===== config.mk =====
export PLATFORM = sky130hd
export DESIGN_NAME = ternary_binary_tile_mac_flat
export DESIGN_NICKNAME = d
export VERILOG_FILES = /design/src/design/tbm_pkg.sv /design/src/design/tbm_in_if.sv /design/src/design/tbm_out_if.sv /design/src/design/ternary_binary_tile_mac.sv /design/src/design/tbm_delta.sv /design/src/design/tbm_acc_mem.sv /design/src/design/tbm_out_fifo.sv /design/src/flat_wrapper.sv
export SDC_FILE = /design/constraint.sdc
export NUM_CORES = 2
export LEC_CHECK = 0
export BUFFER_PORTS_ARGS = -buffer_cell sky130_fd_sc_hd__buf_2
export CAP_MARGIN = 15
export CORE_MARGIN = 2
export CORE_UTILIZATION = 55
export CTS_CLUSTER_SIZE = 16
export DETAILED_ROUTE_END_ITERATION = 10
export PLACE_DENSITY = 0.71
export SETUP_SLACK_MARGIN = 0.05
export SLEW_MARGIN = 0
export SYNTH_ARGS = -nofsm -noshare
export SYNTH_HDL_FRONTEND = slang
export SYNTH_HIERARCHICAL = 1
export SYNTH_MEMORY_MAX_BITS = 65536
export SYNTH_SLANG_ARGS = --single-unit

===== constraint.sdc =====
create_clock -name clk -period 10.8 [get_ports clk]
set_clock_uncertainty 0.05 [all_clocks]
set_input_delay 2.16 -clock clk [delete_from_list [all_inputs] [get_ports clk]]
set_output_delay 2.16 -clock clk [all_outputs]
set_load 0.01 [all_outputs]

===== src/design/tbm_pkg.sv =====
// Shared types, constants and the per-row popcount step for the ternary by binary tile MAC.
// No dependencies; every other file of the block imports this package.
`timescale 1ns / 1ps

package tbm_pkg;

    localparam int PLANE_W       = 32;
    localparam int BYTE_W        = 8;
    localparam int PLANE_ROWS    = PLANE_W / BYTE_W;
    localparam int ACC_W         = 16;
    localparam int DELTA_W       = 5;
    localparam int COL_W         = 6;
    localparam int ROW_W         = 2;
    localparam int DEF_TILE_ROWS = 4;
    localparam int DEF_TILE_COLS = 64;

    localparam logic CMD_ACC   = 1'b0;
    localparam logic CMD_DRAIN = 1'b1;

    typedef logic signed [DELTA_W-1:0] delta_t;
    typedef logic [ACC_W-1:0] acc_t;

    typedef struct packed {
        acc_t             sum;
        logic [ROW_W-1:0] row;
        logic [COL_W-1:0] col;
    } result_t;

    localparam delta_t DELTA_ONE = delta_t'(1);

    // Each element adds +1 when it agrees with B, -1 when it disagrees, and
    // nothing when neither or both plane bits are set.
    function automatic delta_t byte_delta(input logic [BYTE_W-1:0] p,
                                          input logic [BYTE_W-1:0] n,
                                          input logic [BYTE_W-1:0] b);
        delta_t d;
        d = '0;
        for (int i = 0; i < BYTE_W; i++)
        begin
            if (p[i] && !n[i])
            begin
                d = b[i] ? d - DELTA_ONE : d + DELTA_ONE;
            end
            else if (n[i] && !p[i])
            begin
                d = b[i] ? d + DELTA_ONE : d - DELTA_ONE;
            end
        end
        return d;
    endfunction

endpackage


===== src/design/tbm_in_if.sv =====
// Input channel of the tile MAC: valid/ready handshake and the command item.
// Depends on tbm_pkg.
`timescale 1ns / 1ps

interface tbm_in_if;
    import tbm_pkg::*;

    logic                 valid;
    logic                 ready;
    logic                 cmd;
    logic [COL_W-1:0]     col;
    logic [ROW_W-1:0]     row;
    logic [PLANE_W-1:0]   a_pos;
    logic [PLANE_W-1:0]   a_neg;
    logic [BYTE_W-1:0]    b_neg;

    modport source (output valid, cmd, col, row, a_pos, a_neg, b_neg, input ready);
    modport sink   (input valid, cmd, col, row, a_pos, a_neg, b_neg, output ready);
endinterface


===== src/design/tbm_out_if.sv =====
// Result channel of the tile MAC: valid/ready handshake and the drained entry.
// Depends on tbm_pkg.
`timescale 1ns / 1ps

interface tbm_out_if;
    import tbm_pkg::*;

    logic                valid;
    logic                ready;
    logic signed [ACC_W-1:0] sum;
    logic [ROW_W-1:0]    out_row;
    logic [COL_W-1:0]    out_col;

    modport source (output valid, sum, out_row, out_col, input ready);
    modport sink   (input valid, sum, out_row, out_col, output ready);
endinterface


===== src/design/ternary_binary_tile_mac.sv =====
// Ternary by binary tile MAC, top level. Depends on tbm_pkg, tbm_in_if, tbm_out_if,
// tbm_delta, tbm_acc_mem and tbm_out_fifo.
//
// The block takes one item per clock unless the input stalls: an accumulate adds one k-byte
// step into all TILE_ROWS accumulators of a column, and a drain reads one accumulator out
// and clears it. The accumulators live in a single-port-write memory of TILE_COLS words;
// each item reads its column on the accepting edge and writes it back on the next edge,
// with a bypass so that back-to-back items on the same column see each other's updates.
// A drain result passes the read-modify-write stage and then waits in a two-entry queue.
// Any item stalls when the queued results plus the drain in flight, less a result being
// taken, fill the queue. Per-column valid bits make every accumulator read as zero after
// reset, so no clearing pass is needed and items are taken from the first cycle.
`timescale 1ns / 1ps

module ternary_binary_tile_mac #(
    parameter int TILE_ROWS = tbm_pkg::DEF_TILE_ROWS,
    parameter int TILE_COLS = tbm_pkg::DEF_TILE_COLS
) (
    input  logic       clk,
    input  logic       rst_n,
    tbm_in_if.sink     req,
    tbm_out_if.source  rsp
);
    import tbm_pkg::*;

    delta_t [TILE_ROWS-1:0] deltas;
    logic                   accept;
    logic                   push;
    result_t                result;
    logic [1:0]             fifo_count;
    logic                   pop;
    logic [2:0]             pending;

    assign accept    = req.valid && req.ready;
    assign pop       = rsp.valid && rsp.ready;
    assign pending   = 3'(fifo_count) + 3'(push) - 3'(pop);
    assign req.ready = (pending <= 3'd1);

    tbm_delta #(
        .TILE_ROWS (TILE_ROWS)
    ) u_delta (
        .a_pos  (req.a_pos),
        .a_neg  (req.a_neg),
        .b_neg  (req.b_neg),
        .deltas (deltas)
    );

    tbm_acc_mem #(
        .TILE_ROWS (TILE_ROWS),
        .TILE_COLS (TILE_COLS)
    ) u_acc_mem (
        .clk    (clk),
        .rst_n  (rst_n),
        .accept (accept),
        .cmd    (req.cmd),
        .col    (req.col),
        .row    (req.row),
        .deltas (deltas),
        .push   (push),
        .result (result)
    );

    tbm_out_fifo u_out_fifo (
        .clk   (clk),
        .rst_n (rst_n),
        .push  (push),
        .data  (result),
        .rsp   (rsp),
        .count (fifo_count)
    );

    a_drain_gives_result: assert property (@(posedge clk) disable iff (!rst_n)
        (accept && (req.cmd == CMD_DRAIN)) |=> push)
        else $error("accepted drain item produced no result");

    a_acc_gives_none: assert property (@(posedge clk) disable iff (!rst_n)
        (accept && (req.cmd == CMD_ACC)) |=> !push)
        else $error("accumulate item produced a result");

    a_queue_no_overflow: assert property (@(posedge clk) disable iff (!rst_n)
        push |-> ((fifo_count != 2'd2) || pop))
        else $error("result pushed into a full queue");

    a_queue_bound: assert property (@(posedge clk) disable iff (!rst_n)
        fifo_count != 2'd3)
        else $error("result queue count out of range");
endmodule


===== src/design/tbm_delta.sv =====
// Per-row step values of one accumulate item: agreeing minus disagreeing elements.
// Depends on tbm_pkg (byte_delta, delta_t).
`timescale 1ns / 1ps

module tbm_delta #(
    parameter int TILE_ROWS = tbm_pkg::DEF_TILE_ROWS
) (
    input  logic [tbm_pkg::PLANE_W-1:0]          a_pos,
    input  logic [tbm_pkg::PLANE_W-1:0]          a_neg,
    input  logic [tbm_pkg::BYTE_W-1:0]           b_neg,
    output tbm_pkg::delta_t [TILE_ROWS-1:0]      deltas
);
    import tbm_pkg::*;

    for (genvar r = 0; r < TILE_ROWS; r++)
    begin : g_row
        if (r < PLANE_ROWS)
        begin : g_plane
            assign deltas[r] = byte_delta(a_pos[r*BYTE_W +: BYTE_W],
                                          a_neg[r*BYTE_W +: BYTE_W], b_neg);
        end
        else
        begin : g_zero
            // Rows past the plane fields see all-zero planes.
            assign deltas[r] = '0;
        end
    end
endmodule


===== src/design/tbm_acc_mem.sv =====
// Accumulator memory, one word per column holding all tile rows, with a
// read-modify-write stage, write forwarding and per-column valid bits. Depends on tbm_pkg.
`timescale 1ns / 1ps

module tbm_acc_mem #(
    parameter int TILE_ROWS = tbm_pkg::DEF_TILE_ROWS,
    parameter int TILE_COLS = tbm_pkg::DEF_TILE_COLS
) (
    input  logic                                 clk,
    input  logic                                 rst_n,
    input  logic                                 accept,
    input  logic                                 cmd,
    input  logic [tbm_pkg::COL_W-1:0]            col,
    input  logic [tbm_pkg::ROW_W-1:0]            row,
    input  tbm_pkg::delta_t [TILE_ROWS-1:0]      deltas,
    output logic                                 push,
    output tbm_pkg::result_t                     result
);
    import tbm_pkg::*;

    localparam int ADDR_W = $clog2(TILE_COLS);

    typedef acc_t [TILE_ROWS-1:0] word_t;

    word_t                   mem [TILE_COLS];
    logic [TILE_COLS-1:0]    vld_reg;

    logic                    s1_valid_reg;
    logic                    s1_cmd_reg;
    logic [COL_W-1:0]        s1_col_reg;
    logic [ROW_W-1:0]        s1_row_reg;
    logic                    s1_col_ok_reg;
    logic [ADDR_W-1:0]       s1_addr_reg;
    delta_t [TILE_ROWS-1:0]  s1_delta_reg;

    word_t                   rd_word_reg;
    logic                    rd_vld_reg;

    logic                    fwd_valid_reg;
    logic [ADDR_W-1:0]       fwd_addr_reg;
    word_t                   fwd_word_reg;

    logic                    col_ok;
    logic [ADDR_W-1:0]       addr;
    word_t                   old_word;
    word_t                   new_word;
    acc_t                    sum;
    logic                    wr_en;

    assign col_ok = (int'(col) < TILE_COLS);
    assign addr   = ADDR_W'(col);
    assign wr_en  = s1_valid_reg && s1_col_ok_reg;

    always_ff @(posedge clk or negedge rst_n)
    begin
        if (!rst_n)
        begin
            s1_valid_reg  <= 1'b0;
            fwd_valid_reg <= 1'b0;
            vld_reg       <= '0;
            rd_vld_reg    <= 1'b0;
        end
        else
        begin
            s1_valid_reg  <= accept;
            fwd_valid_reg <= wr_en;
            rd_vld_reg    <= vld_reg[addr];
            if (wr_en)
            begin
                vld_reg[s1_addr_reg] <= 1'b1;
            end
        end
    end

    always_ff @(posedge clk)
    begin
        if (accept)
        begin
            s1_cmd_reg    <= cmd;
            s1_col_reg    <= col;
            s1_row_reg    <= row;
            s1_col_ok_reg <= col_ok;
            s1_addr_reg   <= addr;
            s1_delta_reg  <= deltas;
        end
        fwd_addr_reg <= s1_addr_reg;
        fwd_word_reg <= new_word;
    end

    always_ff @(posedge clk)
    begin
        if (wr_en)
        begin
            mem[s1_addr_reg] <= new_word;
        end
        rd_word_reg <= mem[addr];
    end

    // The memory returns the old word when the preceding item wrote the same
    // column on the edge of the read, so that write is taken from the bypass.
    always_comb
    begin
        if (fwd_valid_reg && (fwd_addr_reg == s1_addr_reg))
        begin
            old_word = fwd_word_reg;
        end
        else if (rd_vld_reg)
        begin
            old_word = rd_word_reg;
        end
        else
        begin
            old_word = '0;
        end

        sum = '0;
        for (int r = 0; r < TILE_ROWS; r++)
        begin
            if (s1_cmd_reg == CMD_DRAIN)
            begin
                if (int'(s1_row_reg) == r)
                begin
                    new_word[r] = '0;
                    if (s1_col_ok_reg)
                    begin
                        sum = old_word[r];
                    end
                end
                else
                begin
                    new_word[r] = old_word[r];
                end
            end
            else
            begin
                new_word[r] = old_word[r] + ACC_W'(s1_delta_reg[r]);
            end
        end
    end

    assign push       = s1_valid_reg && (s1_cmd_reg == CMD_DRAIN);
    assign result.sum = sum;
    assign result.row = s1_row_reg;
    assign result.col = s1_col_reg;
endmodule


===== src/design/tbm_out_fifo.sv =====
// Two-entry result queue in front of the output channel.
// Depends on tbm_pkg (result_t) and tbm_out_if.
`timescale 1ns / 1ps

module tbm_out_fifo (
    input  logic              clk,
    input  logic              rst_n,
    input  logic              push,
    input  tbm_pkg::result_t  data,
    tbm_out_if.source         rsp,
    output logic [1:0]        count
);
    import tbm_pkg::*;

    result_t     entry_reg [2];
    logic        wr_ptr_reg;
    logic        rd_ptr_reg;
    logic [1:0]  count_reg;
    logic [1:0]  count_next;
    logic        pop;

    assign pop        = rsp.valid && rsp.ready;
    assign count_next = count_reg + 2'(push) - 2'(pop);

    always_ff @(posedge clk or negedge rst_n)
    begin
        if (!rst_n)
        begin
            wr_ptr_reg <= 1'b0;
            rd_ptr_reg <= 1'b0;
            count_reg  <= '0;
        end
        else
        begin
            count_reg <= count_next;
            if (push)
            begin
                wr_ptr_reg <= !wr_ptr_reg;
            end
            if (pop)
            begin
                rd_ptr_reg <= !rd_ptr_reg;
            end
        end
    end

    always_ff @(posedge clk)
    begin
        if (push)
        begin
            entry_reg[wr_ptr_reg] <= data;
        end
    end

    assign rsp.valid   = (count_reg != 2'd0);
    assign rsp.sum     = entry_reg[rd_ptr_reg].sum;
    assign rsp.out_row = entry_reg[rd_ptr_reg].row;
    assign rsp.out_col = entry_reg[rd_ptr_reg].col;
    assign count       = count_reg;
endmodule

===== src/flat_wrapper.sv =====
// flat-port wrapper written by rule: the top's interface ports become plain ports
module ternary_binary_tile_mac_flat import tbm_pkg::*;
#(
    parameter int TILE_ROWS = tbm_pkg::DEF_TILE_ROWS,
    parameter int TILE_COLS = tbm_pkg::DEF_TILE_COLS
)
  (clk, rst_n, req_valid, req_cmd, req_col, req_row, req_a_pos, req_a_neg, req_b_neg, req_ready, rsp_valid, rsp_sum, rsp_out_row, rsp_out_col, rsp_ready);
  tbm_in_if req_i ();
  tbm_out_if rsp_i ();
  input  logic clk;
  input  logic rst_n;
  input wire logic [$bits(req_i.valid)-1:0] req_valid;
  input wire logic [$bits(req_i.cmd)-1:0] req_cmd;
  input wire logic [$bits(req_i.col)-1:0] req_col;
  input wire logic [$bits(req_i.row)-1:0] req_row;
  input wire logic [$bits(req_i.a_pos)-1:0] req_a_pos;
  input wire logic [$bits(req_i.a_neg)-1:0] req_a_neg;
  input wire logic [$bits(req_i.b_neg)-1:0] req_b_neg;
  output wire logic [$bits(req_i.ready)-1:0] req_ready;
  output wire logic [$bits(rsp_i.valid)-1:0] rsp_valid;
  output wire logic [$bits(rsp_i.sum)-1:0] rsp_sum;
  output wire logic [$bits(rsp_i.out_row)-1:0] rsp_out_row;
  output wire logic [$bits(rsp_i.out_col)-1:0] rsp_out_col;
  input wire logic [$bits(rsp_i.ready)-1:0] rsp_ready;
  assign req_i.valid = req_valid;
  assign req_i.cmd = req_cmd;
  assign req_i.col = req_col;
  assign req_i.row = req_row;
  assign req_i.a_pos = req_a_pos;
  assign req_i.a_neg = req_a_neg;
  assign req_i.b_neg = req_b_neg;
  assign req_ready = req_i.ready;
  assign rsp_valid = rsp_i.valid;
  assign rsp_sum = rsp_i.sum;
  assign rsp_out_row = rsp_i.out_row;
  assign rsp_out_col = rsp_i.out_col;
  assign rsp_i.ready = rsp_ready;
  ternary_binary_tile_mac #(.TILE_ROWS(TILE_ROWS), .TILE_COLS(TILE_COLS)) u_core (.clk(clk), .rst_n(rst_n), .req(req_i), .rsp(rsp_i));
endmodule

# == Yosys cells after proc, flatten, opt, wreduce, memory -nomap -nowiden ==
# Memory sizes are Yosys's and may differ from the RTL's. A register that Yosys moved wholly into a read port is not among the register bits.
# Index checks and enable logic that the tools add are counted.
# op_classes
add_sub_neg,64
magnitude_cmp,4
n_eq_ne,4
n_mux,148
bitwise_logic,1
reduce_logical,137
# ops
operator,count
$mux W5,122
$mux W16,16
$add A5 B2 Y5 const B,28
$sub A5 B2 Y5 const B,28
$mux W64,2
$logic_and A1 B1 Y1,69
$logic_not A1 Y1,66
$add A16 B16 Y16,4
$or A64 B64 Y64,1
$lt A6 B7 Y1 const B,2
$bmux W1 S6,1
$demux W1 S6,1
$eq A6 B6 Y1,1
$ge A6 B1 Y1 const B,1
$mux W1,6
$eq A2 B2 Y1 const B,2
$add A2 B1 Y3,1
$le A3 B1 Y1 const B,1
$sub A3 B1 Y3,1
$add A2 B1 Y2,1
$eq A2 B1 Y1 const B,1
$logic_not A2 Y1,1
$reduce_bool A2 Y1,1
$sub A2 B1 Y2,1
# totals
ff_bits,170
ramBits,4144
input_bits,85
output_inout_bits,26
elab_cells,379
n_memories,2
# mem_list
name,depth,word_bits,read_ports,rd_ports_with_merged_regs,write_ports,line_no,text
u_core.u_acc_mem.mem,64,64,1,1,1,tbm_acc_mem.sv:25,word_t mem [TILE_COLS];
u_core.u_out_fifo.entry_reg,2,24,1,0,1,tbm_out_fifo.sv:15,result_t entry_reg [2];

# == Longest topological paths before layout ==
# depth
depth_word,32
ltp_mapped,33
ltp_nobuf,33

# == Modules after synthesis ==
# Netlist, hierarchy kept.
# by_module_without_submodules
module,n_inst,cells_each,area_each_um2,seq_area_each_um2
tbm_acc_mem,1,7389,166900.1,128228.0
tbm_delta,1,1233,8261.7,0.0
tbm_out_fifo,1,91,2028.2,1541.5
ternary_binary_tile_mac,1,10,83.8,0.0

# == Worst setup path after synthesis ==
# No wires, ideal clock.
# synth_path
kind,input port to flip-flop
start,input port req_a_neg[24]
end,"register u_core/u_acc_mem/s1_delta_reg[16] (netlist name), data pin"
setup_ns,0.263
t_arrival_ns,8.537
t_required_ns,10.487
slack_ns,1.950
stages,30
n_path_buf,0
path_cell_list,inv_1 ha_1 nor3b_1 nor2_1 ha_1 o221ai_1 a21oi_1 ha_1 nor3_1 o32ai_1 o21ai_1 ha_1 o221ai_1 a22o_1 ha_1 a221oi_1 o32a_1 ha_1 a221oi_1 nor2_1 a311o_1 ha_1 nor3b_1 a211oi_1 o22a_1 inv_1 ha_1 xnor2_1 mux2i_1 o31ai_1
# synth_lines
element,line_no,text
"start, declared",flat_wrapper.sv:17,input wire logic [$bits(req_i.a_neg)-1:0] req_a_neg;
"end signal, assigned",tbm_acc_mem.sv:84,s1_delta_reg <= deltas;
"end, declared",tbm_acc_mem.sv:34,delta_t [TILE_ROWS-1:0] s1_delta_reg;

==> summary.md <==
| Metric | Value |
|---|---|
| Num CTS Buffers | 424 |
| Total GRT Usage | 0.3049 |
| Total gr overflow | 0 |
| Post-route setup slack | 1.403 ns |
| Hold WS | 0.4128 ns |
| Final Hold Fails | 0 |
| Crit-path max cell delay | 0.62 ns |
| EDFF count, synth | 4173 |
| Post-synthesis cell count | 8723 |
| Cell with the most instances on the worst path | ha_1 |
| Wire length per cell | 36.08 um |
| Area Growth Syn to Fin | 12.16% |
| Unique masters post-synth | 114 |
| Max-Cap Viols | 0 |
| CTS tree | yes |
| # DRC | 0 |
| RSZ-0062 raised after global routing | no |
| CTS max path bufs | 4 |
| Placed cell area | 184700 sq um |
| Tcrit/Tclk final | 0.8701 |
| Design Area, Final | 198800 sq um |
| Worst rel slew slack | 0.1499 |
| DRC marker count from the first detailed-route iteration | 14310 |
| Clk sinks | 4378 |
| DP Wirelength | 272400 um |
| Worst path required time | 11.42 ns |
| Synth Flop Type | edfxtp_1 |
| VDD IR max | 0.2803 mV |
| Post-layout min period | 9.397 ns |
| IO Port Bufs | 110 |
| Post-synthesis sequential area ratio | 0.7320 |
| RePlAce Congestion | 0.9138 |
| Tightest Hold Check Type | flip-flop to flip-flop |
| Core ar. | 320900 sq um |
| Worst slew pin tran | 1.275 ns |
| Starting density of the core | 0.5524 |
| Clk_lat worst skew | 1.00 ns |
| Dpl ws | 0.6487 ns |
| Hold buffers post-CTS | 0 |
| PostCTS Resize Cnt | 0 |
| Die area | 326900 sq um |
| Die X | 571.7 um |
| Routed wire length | 497800 um |
| Initial antenna violation count | 25 |
| IO Pins | 111 |
| Max FO, Critical Path | 8 |
| Fin util | 0.6196 |
| Vias | 94360 |
| Clk pin slew, worst setup/hold paths | 0.06 ns |
| Setup_tns | 0 ns |
| Max reg flops | 4096 |
| Routed Antenna Nets | 0 |
| Drt pass-1 iters | 6 |
| Cell Area, Synth | 177300 sq um |
| Global-route wire length before repair | 697100 um |
| Site Rows | 208 |
| Clock root buffer master | clkbuf_16 |
| Critical path capture point type | flip-flop |
| Syn Area/Cell | 20.32 sq um |
| Highest clock rate | 106.4 MHz |
| Crit path kind | primary input to flip-flop |
| Pwr Density | 218.3 nW/um^2 |
| Critical Path AT | 10.01 ns |
| # setup viols final | 0 |
| Crit-path slowest cell | o32ai_1 |
| Max Transition Viols Final | 0 |
| NumNets Final | 9329 |
| Postcts setup bufs | 0 |
| Yosys reg bits | 4378 |
| Die Y | 571.7 um |
| Share of flip-flops with an asynchronous set or reset | 0.01622 |
| Fraction of layout cells with a size suffix above 1 | 0.2703 |
| Post-DR vias/cell | 6.839 |
| H-tree Lvls | 5 |
| Status | finished, final reports clean |
| Syn nets | 8945 |
| Number of global-route vias before repair | 92460 |
| Largest net degree at the start of global routing | 116 |
| Critical Path Source Type | primary input |
| Leakage power total | 64.96 nW |
| YS warnings | 6 |
| Reg with most FFs | u_core/u_acc_mem/mem |
worst max-delay path, delay by kind of cell:
kind | cells | cell delay, ns
compound gates | 12 | 3.30
xor+xnor | 2 | 0.35
fa+ha+maj | 7 | 2.25
buf+inv | 3 | 0.20
mux | 1 | 0.19
simple gates | 7 | 1.56
cell families (layout without fill, tap and decap cells):
| logic type | after synthesis | count (layout) | share of synthesized area |
|---|---|---|---|
| adder cells (fa/ha/maj) | 138 | 138 | 0.009938 |
| other | 0 | 14 | 0 |
| flip-flops | 4378 | 4378 | 0.7320 |
| buffers and inverters | 619 | 1375 | 0.01536 |
| multiplexers | 1447 | 1447 | 0.1677 |
| AND/OR/NAND/NOR | 1059 | 1059 | 0.02918 |
| AO/OA/AOI/OAI | 912 | 912 | 0.03628 |
| XOR/XNOR | 170 | 170 | 0.009528 |
cells in the final DEF (no fill, tap or decap), types with 104 or more instances in the layout:
cell type | netlist | routed
o22ai_1 | 157 | 150
dfxtp_1 | 134 | 134
edfxtp_1 | 4173 | 4173
a21oi_1 | 141 | 139
nor2_1 | 321 | 259
buf_2 | 138 | 104
mux4_2 | 1203 | 1203
inv_1 | 163 | 163
nand2_1 | 265 | 264
buf_4 | 26 | 266
ha_1 | 132 | 132
mux2i_1 | 204 | 204
clkbuf_16 | 0 | 432
worst paths after layout:
check | startpoint | endpoint | slack [ns] | cells after the start
max | req_a_neg[24] | u_core/u_acc_mem/s1_delta_reg[16] | 1.40 | 32
min | u_core/u_acc_mem/vld_reg[47] | u_core/u_acc_mem/vld_reg[47] | 0.41 | 1
max reg2reg | u_core/u_acc_mem/s1_addr_reg[0] | u_core/u_acc_mem/mem[51][30] | 4.19 | 13
min reg2reg | u_core/u_acc_mem/vld_reg[47] | u_core/u_acc_mem/vld_reg[47] | 0.41 | 1
max in group asynchronous | rst_n | u_core/u_out_fifo/rd_ptr_reg | 8.59 | 2
min in group asynchronous | rst_n | u_core/u_acc_mem/s1_valid_reg | 1.18 | 1
per-stage QoR:
step                      total power [mW]  std cells
after floorplan                      26.33       8723
after global placement               28.47      12970
after detailed placement             28.81      12980
after CTS                            43.37      13770
after global routing                 44.67      13790
final                                43.40      13800
layout make-up:
class	count	area, sq um
inverters	176	663.1
multi-input cells	3726	45920
flip-flops and latches	4378	129800
fillers	21440	122100
diodes	14	35.03
well taps	4305	5386
clock buffers	577	11780
clock inverters	221	2161
repair buffers	401	3107
per-layer routing:
metal  vias to the layer above  global-route usage  part of all wire
met5                         -                   0          0.000094
li1                      37070                   -                 -
met3                      1099             0.06571              0.12
met2                      6303              0.4758              0.47
met1                     49880              0.4259              0.36
met4                         8              0.1183             0.045
power breakdown:
| group | internal [mW] | leakage (nW) | total, mW | switching, mW |
|---|---|---|---|---|
| logic | 1.97 | 18.1 | 6.81 | 4.84 |
| clock network | 8.43 | 6.80 | 14.8 | 6.35 |
| registers | 21.5 | 40.1 | 21.8 | 0.352 |
synthesized netlist by cell type (all sizes together) (22+ instances only):
cell type  count  area (sq um)
a211oi        30         225.2
a21o          38         285.3
a21oi        143         723.2
a221oi        56         496.7
a22oi         33         247.7
a31oi         35         246.5
and2          44         275.3
buf          202          1155
clkbuf       241         904.6
dfrtp         71          1777
dfxtp        134          2683
edfxtp      4173        125300
ha           132          1652
inv          172         648.1
mux2          26         364.1
mux2i        218          2270
mux4        1203         27090
nand2        265         994.7
nand2b        80         500.5
nand3         45         230.2
nor2         324          1224
nor2b         63         394.1
nor3          55         285.3
o211ai        32         245.2
o21a          22         165.2
o21ai        136         699.4
o221ai        68         595.6
o22ai        157         982.2
or2           88         550.5
xnor2        102          1010
xor2          65         606.8
Power figures use the tool's default switching activity.
